**config.mk**
```make
export PLATFORM = sky130hd
export DESIGN_NAME = ring_deque_work_queue_top
export DESIGN_NICKNAME = d
export VERILOG_FILES = /design/src/rtl/rdq_pkg.sv /design/src/rtl/rdq_ram.sv /design/src/rtl/ring_deque_work_queue_top.sv
export SDC_FILE = /design/constraint.sdc
export NUM_CORES = 1
export LEC_CHECK = 0
export ABC_AREA = 1
export BUFFER_PORTS_ARGS = -buffer_cell sky130_fd_sc_hd__buf_2
export CAP_MARGIN = 25
export CORE_AREA = 2 2 232 234
export DETAILED_ROUTE_END_ITERATION = 10
export DIE_AREA = 0 0 234 236
export HOLD_SLACK_MARGIN = 0.03
export PLACE_DENSITY = 0.67
export SLEW_MARGIN = 5
export SYNTH_ARGS = -nofsm -noshare
export SYNTH_HDL_FRONTEND = slang
export SYNTH_SLANG_ARGS = --single-unit
```
**constraint.sdc**
```tcl
create_clock -name clk -period 5.72 [get_ports clk]
set_input_delay 1.144 -clock clk [delete_from_list [all_inputs] [get_ports clk]]
set_output_delay 1.144 -clock clk [all_outputs]
set_load 0.01 [all_outputs]
```
**src/rtl/rdq_pkg.sv**
```systemverilog
// Shared types and constants for the ring deque work queue.
package rdq_pkg;

    localparam int DEPTH_DEF      = 16;
    localparam int ITEM_WIDTH_DEF = 32;

    localparam int FUNC_W = 3;
    localparam int STAT_W = 3;
    localparam int CAP_W  = 5;
    localparam int FILL_W = 5;

    localparam logic [CAP_W-1:0] CAP_RESET = 5'd16;

    // operation codes on func
    localparam logic [FUNC_W-1:0] FN_PUSH_TAIL = 3'd0;
    localparam logic [FUNC_W-1:0] FN_PUSH_HEAD = 3'd1;
    localparam logic [FUNC_W-1:0] FN_POP       = 3'd2;
    localparam logic [FUNC_W-1:0] FN_CLEAR     = 3'd3;
    localparam logic [FUNC_W-1:0] FN_SHUTDOWN  = 3'd4;

    typedef enum logic [STAT_W-1:0] {
        ST_OK    = 3'd0,
        ST_FULL  = 3'd1,
        ST_EMPTY = 3'd2,
        ST_SHUT  = 3'd3,
        ST_NULL  = 3'd4
    } status_t;

endpackage

```
**src/rtl/rdq_ram.sv**
```systemverilog
// Generic single-write, single-read RAM with registered read data.
module rdq_ram #(
    parameter int WIDTH = 32,
    parameter int DEPTH = 16
) (
    input  logic                     clk,
    input  logic                     wr_en,
    input  logic [$clog2(DEPTH)-1:0] wr_addr,
    input  logic [WIDTH-1:0]         wr_data,
    input  logic                     rd_en,
    input  logic [$clog2(DEPTH)-1:0] rd_addr,
    output logic [WIDTH-1:0]         rd_data
);

    logic [WIDTH-1:0] mem [DEPTH];
    logic [WIDTH-1:0] rd_data_reg;

    always_ff @(posedge clk)
    begin
        if (wr_en)
        begin
            mem[wr_addr] <= wr_data;
        end
        if (rd_en)
        begin
            rd_data_reg <= mem[rd_addr];
        end
    end

    assign rd_data = rd_data_reg;

endmodule

```
**src/rtl/ring_deque_work_queue_top.sv**
```systemverilog
// Top level of the ring deque work queue: control, pointers and result register.
//
//  channel   direction  handshake               payload
//  --------  ---------  ----------------------  -------------------------------
//  command   in         start & !busy           func, item_in
//  result    out        done (one-cycle pulse)  status, item_out, fill_level
//  config    in         cfg_valid & cfg_ready   cfg_data (capacity in use)
//
// One command is taken per cycle; its result shows in the next cycle, together
// with the registered read of the slot RAM that a pop needs.
// busy is always low: the state update and the RAM access never stall a command.
// Reset empties the queue, opens it and sets the capacity to 16; slot
// contents are not cleared, an empty queue never reads them.
// done is a single-cycle strobe; the receiver cannot hold results off.
module ring_deque_work_queue_top #(
    parameter int DEPTH      = rdq_pkg::DEPTH_DEF,
    parameter int ITEM_WIDTH = rdq_pkg::ITEM_WIDTH_DEF
) (
    input  logic                      clk,
    input  logic                      rst_n,
    // command transfer
    input  logic                      start,
    output logic                      busy,
    input  logic [rdq_pkg::FUNC_W-1:0] func,
    input  logic [ITEM_WIDTH-1:0]     item_in,
    // result transfer
    output logic                      done,
    output rdq_pkg::status_t          status,
    output logic [ITEM_WIDTH-1:0]     item_out,
    output logic [rdq_pkg::FILL_W-1:0] fill_level,
    // capacity register write
    input  logic                      cfg_valid,
    output logic                      cfg_ready,
    input  logic [rdq_pkg::CAP_W-1:0] cfg_data
);

    import rdq_pkg::*;

    localparam int PTR_W = $clog2(DEPTH);
    localparam int CNT_W = $clog2(DEPTH + 1);
    localparam int CMP_W = (CAP_W > CNT_W) ? CAP_W : CNT_W;

    // architectural state
    logic [PTR_W-1:0] head_reg, head_next;
    logic [PTR_W-1:0] tail_reg, tail_next;
    logic [CNT_W-1:0] count_reg, count_next;
    logic             closed_reg, closed_next;
    logic [CAP_W-1:0] cap_reg;

    // result register
    logic             done_reg;
    status_t          status_reg, status_next;
    logic [FILL_W-1:0] fill_reg;
    logic             pop_ok_reg, pop_ok;

    // slot RAM access
    logic                  wr_en;
    logic [PTR_W-1:0]      wr_addr;
    logic [ITEM_WIDTH-1:0] rd_data;

    logic             accept;
    logic [CMP_W-1:0] cap_ext;
    logic [CNT_W-1:0] cap_now;
    logic [CNT_W-1:0] head_ext;
    logic [CNT_W-1:0] tail_ext;
    logic [PTR_W-1:0] head_inc;
    logic [PTR_W-1:0] head_dec;
    logic [PTR_W-1:0] tail_inc;

    assign busy      = 1'b0;
    assign cfg_ready = 1'b1;
    assign accept    = start && !busy;

    // capacity clamp: zero acts as one, above DEPTH acts as DEPTH
    assign cap_ext = CMP_W'(cap_reg);
    always_comb
    begin
        priority if (cap_reg == '0)
        begin
            cap_now = CNT_W'(1);
        end
        else if (cap_ext > CMP_W'(DEPTH))
        begin
            cap_now = CNT_W'(DEPTH);
        end
        else
        begin
            cap_now = CNT_W'(cap_reg);
        end
    end

    // pointer wrap at the capacity currently in use
    assign head_ext = CNT_W'(head_reg);
    assign tail_ext = CNT_W'(tail_reg);
    assign head_inc = ((head_ext + CNT_W'(1)) >= cap_now) ? '0 : head_reg + PTR_W'(1);
    assign tail_inc = ((tail_ext + CNT_W'(1)) >= cap_now) ? '0 : tail_reg + PTR_W'(1);
    assign head_dec = (head_reg == '0 || head_ext > cap_now) ?
                      PTR_W'(cap_now - CNT_W'(1)) : head_reg - PTR_W'(1);

    // one operation per accepted command
    always_comb
    begin
        head_next   = head_reg;
        tail_next   = tail_reg;
        count_next  = count_reg;
        closed_next = closed_reg;
        status_next = ST_OK;
        pop_ok      = 1'b0;
        wr_en       = 1'b0;
        wr_addr     = tail_reg;
        if (accept)
        begin
            unique case (func)
                FN_PUSH_TAIL, FN_PUSH_HEAD:
                begin
                    priority if (closed_reg)
                    begin
                        status_next = ST_SHUT;
                    end
                    else if (count_reg >= cap_now)
                    begin
                        status_next = ST_FULL;
                    end
                    else if (item_in == '0)
                    begin
                        status_next = ST_NULL;
                    end
                    else if (func == FN_PUSH_TAIL)
                    begin
                        wr_en      = 1'b1;
                        wr_addr    = tail_reg;
                        tail_next  = tail_inc;
                        count_next = count_reg + CNT_W'(1);
                    end
                    else
                    begin
                        wr_en      = 1'b1;
                        wr_addr    = head_dec;
                        head_next  = head_dec;
                        count_next = count_reg + CNT_W'(1);
                    end
                end
                FN_POP:
                begin
                    if (count_reg == '0)
                    begin
                        status_next = closed_reg ? ST_SHUT : ST_EMPTY;
                    end
                    else
                    begin
                        pop_ok     = 1'b1;
                        head_next  = head_inc;
                        count_next = count_reg - CNT_W'(1);
                    end
                end
                FN_CLEAR:
                begin
                    head_next  = '0;
                    tail_next  = '0;
                    count_next = '0;
                end
                FN_SHUTDOWN:
                begin
                    closed_next = 1'b1;
                end
                default:
                begin
                    // unused codes: no operation, status ok
                end
            endcase
        end
    end

    always_ff @(posedge clk or negedge rst_n)
    begin
        if (!rst_n)
        begin
            head_reg   <= '0;
            tail_reg   <= '0;
            count_reg  <= '0;
            closed_reg <= 1'b0;
            cap_reg    <= CAP_RESET;
            done_reg   <= 1'b0;
            pop_ok_reg <= 1'b0;
        end
        else
        begin
            head_reg   <= head_next;
            tail_reg   <= tail_next;
            count_reg  <= count_next;
            closed_reg <= closed_next;
            done_reg   <= accept;
            pop_ok_reg <= pop_ok;
            if (cfg_valid && cfg_ready)
            begin
                cap_reg <= cfg_data;
            end
        end
    end

    // result payload, no reset needed
    always_ff @(posedge clk)
    begin
        if (accept)
        begin
            status_reg <= status_next;
            fill_reg   <= FILL_W'(count_next);
        end
    end

    // head slot read, data lands with the result strobe
    rdq_ram #(
        .WIDTH (ITEM_WIDTH),
        .DEPTH (DEPTH)
    ) u_slots (
        .clk     (clk),
        .wr_en   (wr_en),
        .wr_addr (wr_addr),
        .wr_data (item_in),
        .rd_en   (pop_ok),
        .rd_addr (head_reg),
        .rd_data (rd_data)
    );

    assign done       = done_reg;
    assign status     = status_reg;
    assign fill_level = fill_reg;
    assign item_out   = pop_ok_reg ? rd_data : '0;

endmodule

```
Yosys cells after proc, flatten, opt, wreduce, memory -nomap -nowiden --
Memory sizes are Yosys's and may differ from the RTL's. A register that Yosys moved wholly into a read port is not among the register bits. Index checks and enable logic that the tools add are counted.
Word-level totals: output and inout bits 43, memories 1, bits in latches 0, word-level logic and storage cells 90, RAM bits 512, ROM bits 0, bits of input ports 44, bits in registers 29
Cells by class: mux-type cells 45, shifts and indexed selects 0, divide/modulo/power cells 0, bitwise operators 0, add/sub/neg operators 8, reduce and logical (&&, ||, !) cells 12, $mul 0, $lt $le $gt $ge 5, eq/ne operators 10
Memory list:
- u_slots.mem | depth 16, bits a word 32, read ports 1, clocked after Yosys merged registers in 1, wr ports 1, RTL line rdq_ram.sv:15 | logic [WIDTH-1:0] mem [DEPTH];
Operators by type and width (count):
- $mux W4 | 18
- $mux W5 | 7
- $logic_not A32 Y1 | 1
- $mux W32 | 1
- $ge A5 B5 Y1 | 3
- $pmux W5 S3 | 1
- $ne A2 B2 Y1 const B | 6
- $pmux W4 S3 | 1
- $mux W1 | 11
- $add A4 B1 Y5 const B | 2
- $logic_not A5 Y1 | 2
- $mux W3 | 3
- $add A4 B1 Y4 const B | 2
- $pmux W4 S2 | 1
- $sub A4 B1 Y4 const B | 2
- $reduce_and A7 Y1 | 1
- $eq A3 B2 Y1 const B | 2
- $pmux W3 S2 | 1
- $reduce_and A6 Y1 | 1
- $add A5 B1 Y5 const B | 1
- $gt A4 B5 Y1 | 1
- $gt A5 B5 Y1 const B | 1
- $sub A5 B1 Y5 const B | 1
- $logic_not A4 Y1 | 1
- 9 further kinds | 9

Depth between registers and ports, before layout --
depth after elaboration 12, depth in mapped cells 21, gate-level depth less buffers 21

By module --
A second synthesis with hierarchy kept.
Second synthesis, totals: cell total of the unflattened synthesis 2501, area total of the unflattened synthesis 25647.1 sq um
Modules (own cells, without submodules):
- rdq_ram | cells an instance 2120, instances 1, sequential area each 16335.7 sq um, area each 23050.9 sq um
- ring_deque_work_queue_top | cells an instance 381, instances 1, sequential area each 767.0 sq um, area each 2596.2 sq um

Least setup slack after synthesis --
No wires, ideal clock.
path type reg2reg, from register head_reg[0], to memory u_slots.mem[10][0] (enable), slack 1462 ps, path buffers 2, setup time 421 ps, arrival time 3837 ps, stages on the path, launching flop included 16, required time 5299 ps, period minus slack after synthesis 4258 ps, cell sequence dfrtp_1 > inv_2 > clkbuf_1 > clkbuf_1 > ha_1 > inv_1 > nand3_1 > nand3_2 > nand2_4 > nand2_4 > nand2_2 > nand2_2 > ha_1 > o21ai_2 > nand3_2 > nor2_1
On the way: cells in the longest elaborated chain, start to end 9, elaborated cells on any way between the ends 11, classes of those cells add/sub (1); order compare (1); mux (7); reduce/logical (2)
RTL lines:
- start, declared | RTL line ring_deque_work_queue_top.sv:44 | logic [PTR_W-1:0] head_reg, head_next;
- start signal, assigned | RTL line ring_deque_work_queue_top.sv:188 | head_reg <= head_next;
- $gt A4 B5 Y1 or $logic_not A4 Y1 (tied branches) | RTL line ring_deque_work_queue_top.sv:97 | assign head_dec = (head_reg == '0 || head_ext > cap_now) ?
- $logic_or A1 B1 Y1 | RTL line ring_deque_work_queue_top.sv:97
- $mux W4 * | RTL line ring_deque_work_queue_top.sv:97
- $mux W4 * | RTL line ring_deque_work_queue_top.sv:128 | else if (func == FN_PUSH_TAIL)
- $mux W4 * | RTL line ring_deque_work_queue_top.sv:124 | else if (item_in == '0)
- $mux W4 * | RTL line ring_deque_work_queue_top.sv:120 | else if (count_reg >= cap_now)
- $mux W4 * | RTL line ring_deque_work_queue_top.sv:116 | priority if (closed_reg)
- $mux W4 * | RTL line ring_deque_work_queue_top.sv:113 | unique case (func)
- $mux W4 * | RTL line ring_deque_work_queue_top.sv:111 | if (accept)
- end, declared | RTL line rdq_ram.sv:15
Mark *: on every way between the ends. The rest lies on a longest branch, timed or not.

Worst setup path after layout --
from register head_reg[1], to memory u_slots.mem[10][16] (enable)
Same word-level chain as after synthesis.

==> impl_metrics.json <==
{
  "io_buffers": 84,
  "slew-limit-headroom": -0.04179,
  "netlist_instances": 1807,
  "grt_max_degree": 257,
  "cts_tree": "done",
  "synth_warnings": 0,
  "synth.distinct_cells": 46,
  "cts_setup_buffers": 0,
  "fin_ws_ns": 1.466,
  "syn_area_per_cell_sq_um": 13.00,
  "num-fill-cells": 4478,
  "hold_buffers": 0,
  "cts_resized": 0,
  "path_class": "reg2reg",
  "synth_top_area_cell": "edfxtp_1",
  "pwr-share-clk": 0.303,
  "first_pass_iters": 5,
  "cts_max_path_buffers": 3,
  "violations": "slew limit",
  "p_seq_frac": 0.416,
  "slew_violations": 79,
  "maxCapViolCount": 0,
  "syn_to_final_growth_pct": 13.58,
  "synth_top_area_share": 0.7059,
  "hold_class": "in2async",
  "routabilityCongestion": 0.8833,
  "cts_max_level": 2,
  "ir_drop_uv": 359.0,
  "row_count": 85,
  "track_usage": 0.2126,
  "power_switching_uw": 4058,
  "nets": 1946,
  "via_count": 15183,
  "synth_flop_cell": "edfxtp_1",
  "p_int_uw": 7704,
  "grt_first_pass_wirelength_mm": 89.33,
  "powerDensity_mw_per_mm2": 441.0,
  "power.total_uw": 11760,
  "power.leakage_uw": 0.009118,
  "switching_share": 0.3450,
  "synthArstFlopShare": 0.03665,
  "synthTopCellsByArea": "edfxtp_1, o21ai_0, nor2_1",
  "cts.clk_slew.worst_paths_ns": 0.06,
  "die_w_um": 234,
  "cts_buffers": 57,
  "tns_ns": 0,
  "layout-drive-gt1-share": 0.1466,
  "route.detailed.drc": 0,
  "largest_reg_flops": 512,
  "place_ws_ns": 1.404,
  "cp_max_fo": 33,
  "die_y_um": 236,
  "antenna_found_initial": 5,
  "finalHoldViolCount": 0,
  "grt_pass1_vias": 14494,
  "synth_seq_area_share": 0.7283,
  "combPwrFrac": 0.281,
  "fin_skew_ns": 0.02515,
  "syn-num-nets": 1877,
  "required_ns": 6.03,
  "clk_latency_ns": 0.64,
  "clock-sinks": 573,
  "ant_nets": 0,
  "clk_root_buffer_cell": "clkbuf_16",
  "synth_edf_count": 552,
  "period_share": 0.7436,
  "cp-end-kind": "flip-flop",
  "rsz0062_at_grt": "no",
  "setup_viol_count_final": 0,
  "startpoint_type": "flip-flop",
  "cp.arrival_ns": 4.57,
  "syn-cell-area_sq_mm": 0.02348,
  "post-route-min-period_ns": 4.254,
  "io_pins": 87,
  "die_area_sq_mm": 0.05522,
  "wl_per_cell_um": 22.45,
  "status": "finished, violations left",
  "viasPerCell": 5.791,
  "hpwl_mm": 30.93,
  "max_clock_freq_mhz": 235.1,
  "core_area_sq_mm": 0.05307,
  "tightest_slew_ns": 1.563,
  "synth_seq_cells": 573,
  "drt_iter0_drc": 1947,
  "start_util": 0.4425,
  "wl_mm": 58.85,
  "grt.overflow.total": 0
}
## critical path, cell delays in order (launching register included)
cell and delay [ns]:
dfrtp_4 0.69, clkinv_2 0.51, ha_1 0.38, nand3_2 0.12, nand2_4 0.10, nand2_2 0.07, nand2_2 0.09, ha_1 0.37
o21ai_2 0.21, nand3_2 0.24, nor2_4 0.77, buf_4 0.36
## synthesized netlist by cell type, drive strengths merged, types with 2 or more instances
master and instances:
nand4 4, ha 26, o22ai 34, o21bai 3
clkbuf 83, o21ai 280, a31oi 4, a21boi 2
nor4 2, edfxtp 552, dfrtp 20, xor2 5
inv 80, a21oi 14, o211ai 32, o21a 2
o221ai 97, nor2 318, conb 2, nand3 67
nor3 3, buf 28, nand2 144
## power by group through the flow
stage                     Combinational [uW]  Clock [uW]  Sequential [uW]
after detailed placement                3220           0             4980
after global routing                    3650        3780             4910
after floorplan                         2340           0             4860
after global placement                  3130           0             4980
final                                   3300        3560             4900
after CTS                               3230        3610             4900
## layout make-up
type	instances	area, sq um	area share
Inverter	80	306.5	0.01149
Sequential cell	573	17120	0.6417
Antenna cell	3	7.507	0.0002815
Tap cell	696	870.8	0.03265
Multi-Input combinational cell	1043	5759	0.2159
Clock inverter	40	310.3	0.01163
Clock buffer	66	1460	0.05475
Timing Repair Buffer	121	840.8	0.03153
## kinds of logic (layout without fill, tap and decap cells)
| kind of cell | after synthesis | after routing | share of synthesized area |
|---|---|---|---|
| multiplexers | 1 | 1 | 0.0004795 |
| flip-flops | 573 | 573 | 0.7283 |
| AND/OR/NAND/NOR | 539 | 539 | 0.09969 |
| other | 2 | 5 | 0.0003198 |
| buffers and inverters | 191 | 307 | 0.03186 |
| adder cells (fa/ha/maj) | 26 | 26 | 0.01385 |
| AO/OA/AOI/OAI | 469 | 469 | 0.1232 |
| XOR/XNOR | 6 | 6 | 0.002238 |
## worst paths after layout
| check | slack (ns) | startpoint | to | cells after the start |
|---|---|---|---|---|
| min in group clk | 0.53 | tail_reg[3]$_DFFE_PN0P_ | tail_reg[3]$_DFFE_PN0P_ | 2 |
| max in group asynchronous | 4.80 | rst_n | head_reg[2]$_DFFE_PN0P_ | 1 |
| hold reg to reg | 0.53 | tail_reg[3]$_DFFE_PN0P_ | tail_reg[3]$_DFFE_PN0P_ | 2 |
| setup / recovery | 1.47 | head_reg[1]$_DFFE_PN0P_ | u_slots.mem[10][16]$_DFFE_PP_ | 11 |
| hold / removal | 0.50 | rst_n | tail_reg[0]$_DFFE_PN0P_ | 1 |
| setup reg to reg | 1.47 | head_reg[1]$_DFFE_PN0P_ | u_slots.mem[10][16]$_DFFE_PP_ | 11 |
## through the flow
step	area [sq um]	hold WS (ns)	utilization	std cells
2_1_floorplan	23480	0.4746	-	1807
3_3_place_gp	24780	0.5058	0.4670	2509
3_5_place_dp	24840	0.5239	0.4680	2511
4_1_cts	26610	0.4933	0.5014	2617
5_1_grt	26670	0.5221	0.5025	2621
6_report	26670	0.4978	0.5026	2622
## layer usage
| layer | track usage | vias to the layer above | wire length (um) |
|---|---|---|---|
| met1 | 0.3079 | 7508 | 25300 |
| li1 | - | 6850 | - |
| met4 | 0.06540 | 4 | 1501 |
| met5 | 0 | - | 27 |
| met2 | 0.3215 | 716 | 26840 |
| met3 | 0.04666 | 105 | 5179 |
## cells in the final DEF (no fill, tap or decap), types with 5 or more instances in the layout
master / synthesis / final
o211ai_1: 32 / 32
buf_2: 19 / 84
edfxtp_1: 552 / 552
clkbuf_1: 83 / 9
clkbuf_16: 0 / 57
o22ai_1: 34 / 34
nand2_2: 5 / 5
clkinv_2: 0 / 14
xor2_1: 5 / 5
ha_1: 26 / 26
o21ai_1: 5 / 5
nor2_1: 310 / 293
nand3_1: 54 / 54
o21ai_0: 272 / 272
nand2_1: 135 / 135
a21oi_1: 13 / 13
o221ai_1: 97 / 97
inv_2: 13 / 13
buf_4: 2 / 28
dfrtp_1: 20 / 16
nand3_2: 10 / 10
buf_12: 0 / 5
clkinv_1: 0 / 13
inv_1: 67 / 65
nor2_4: 4 / 21
(Power assumes the default switching activity.)
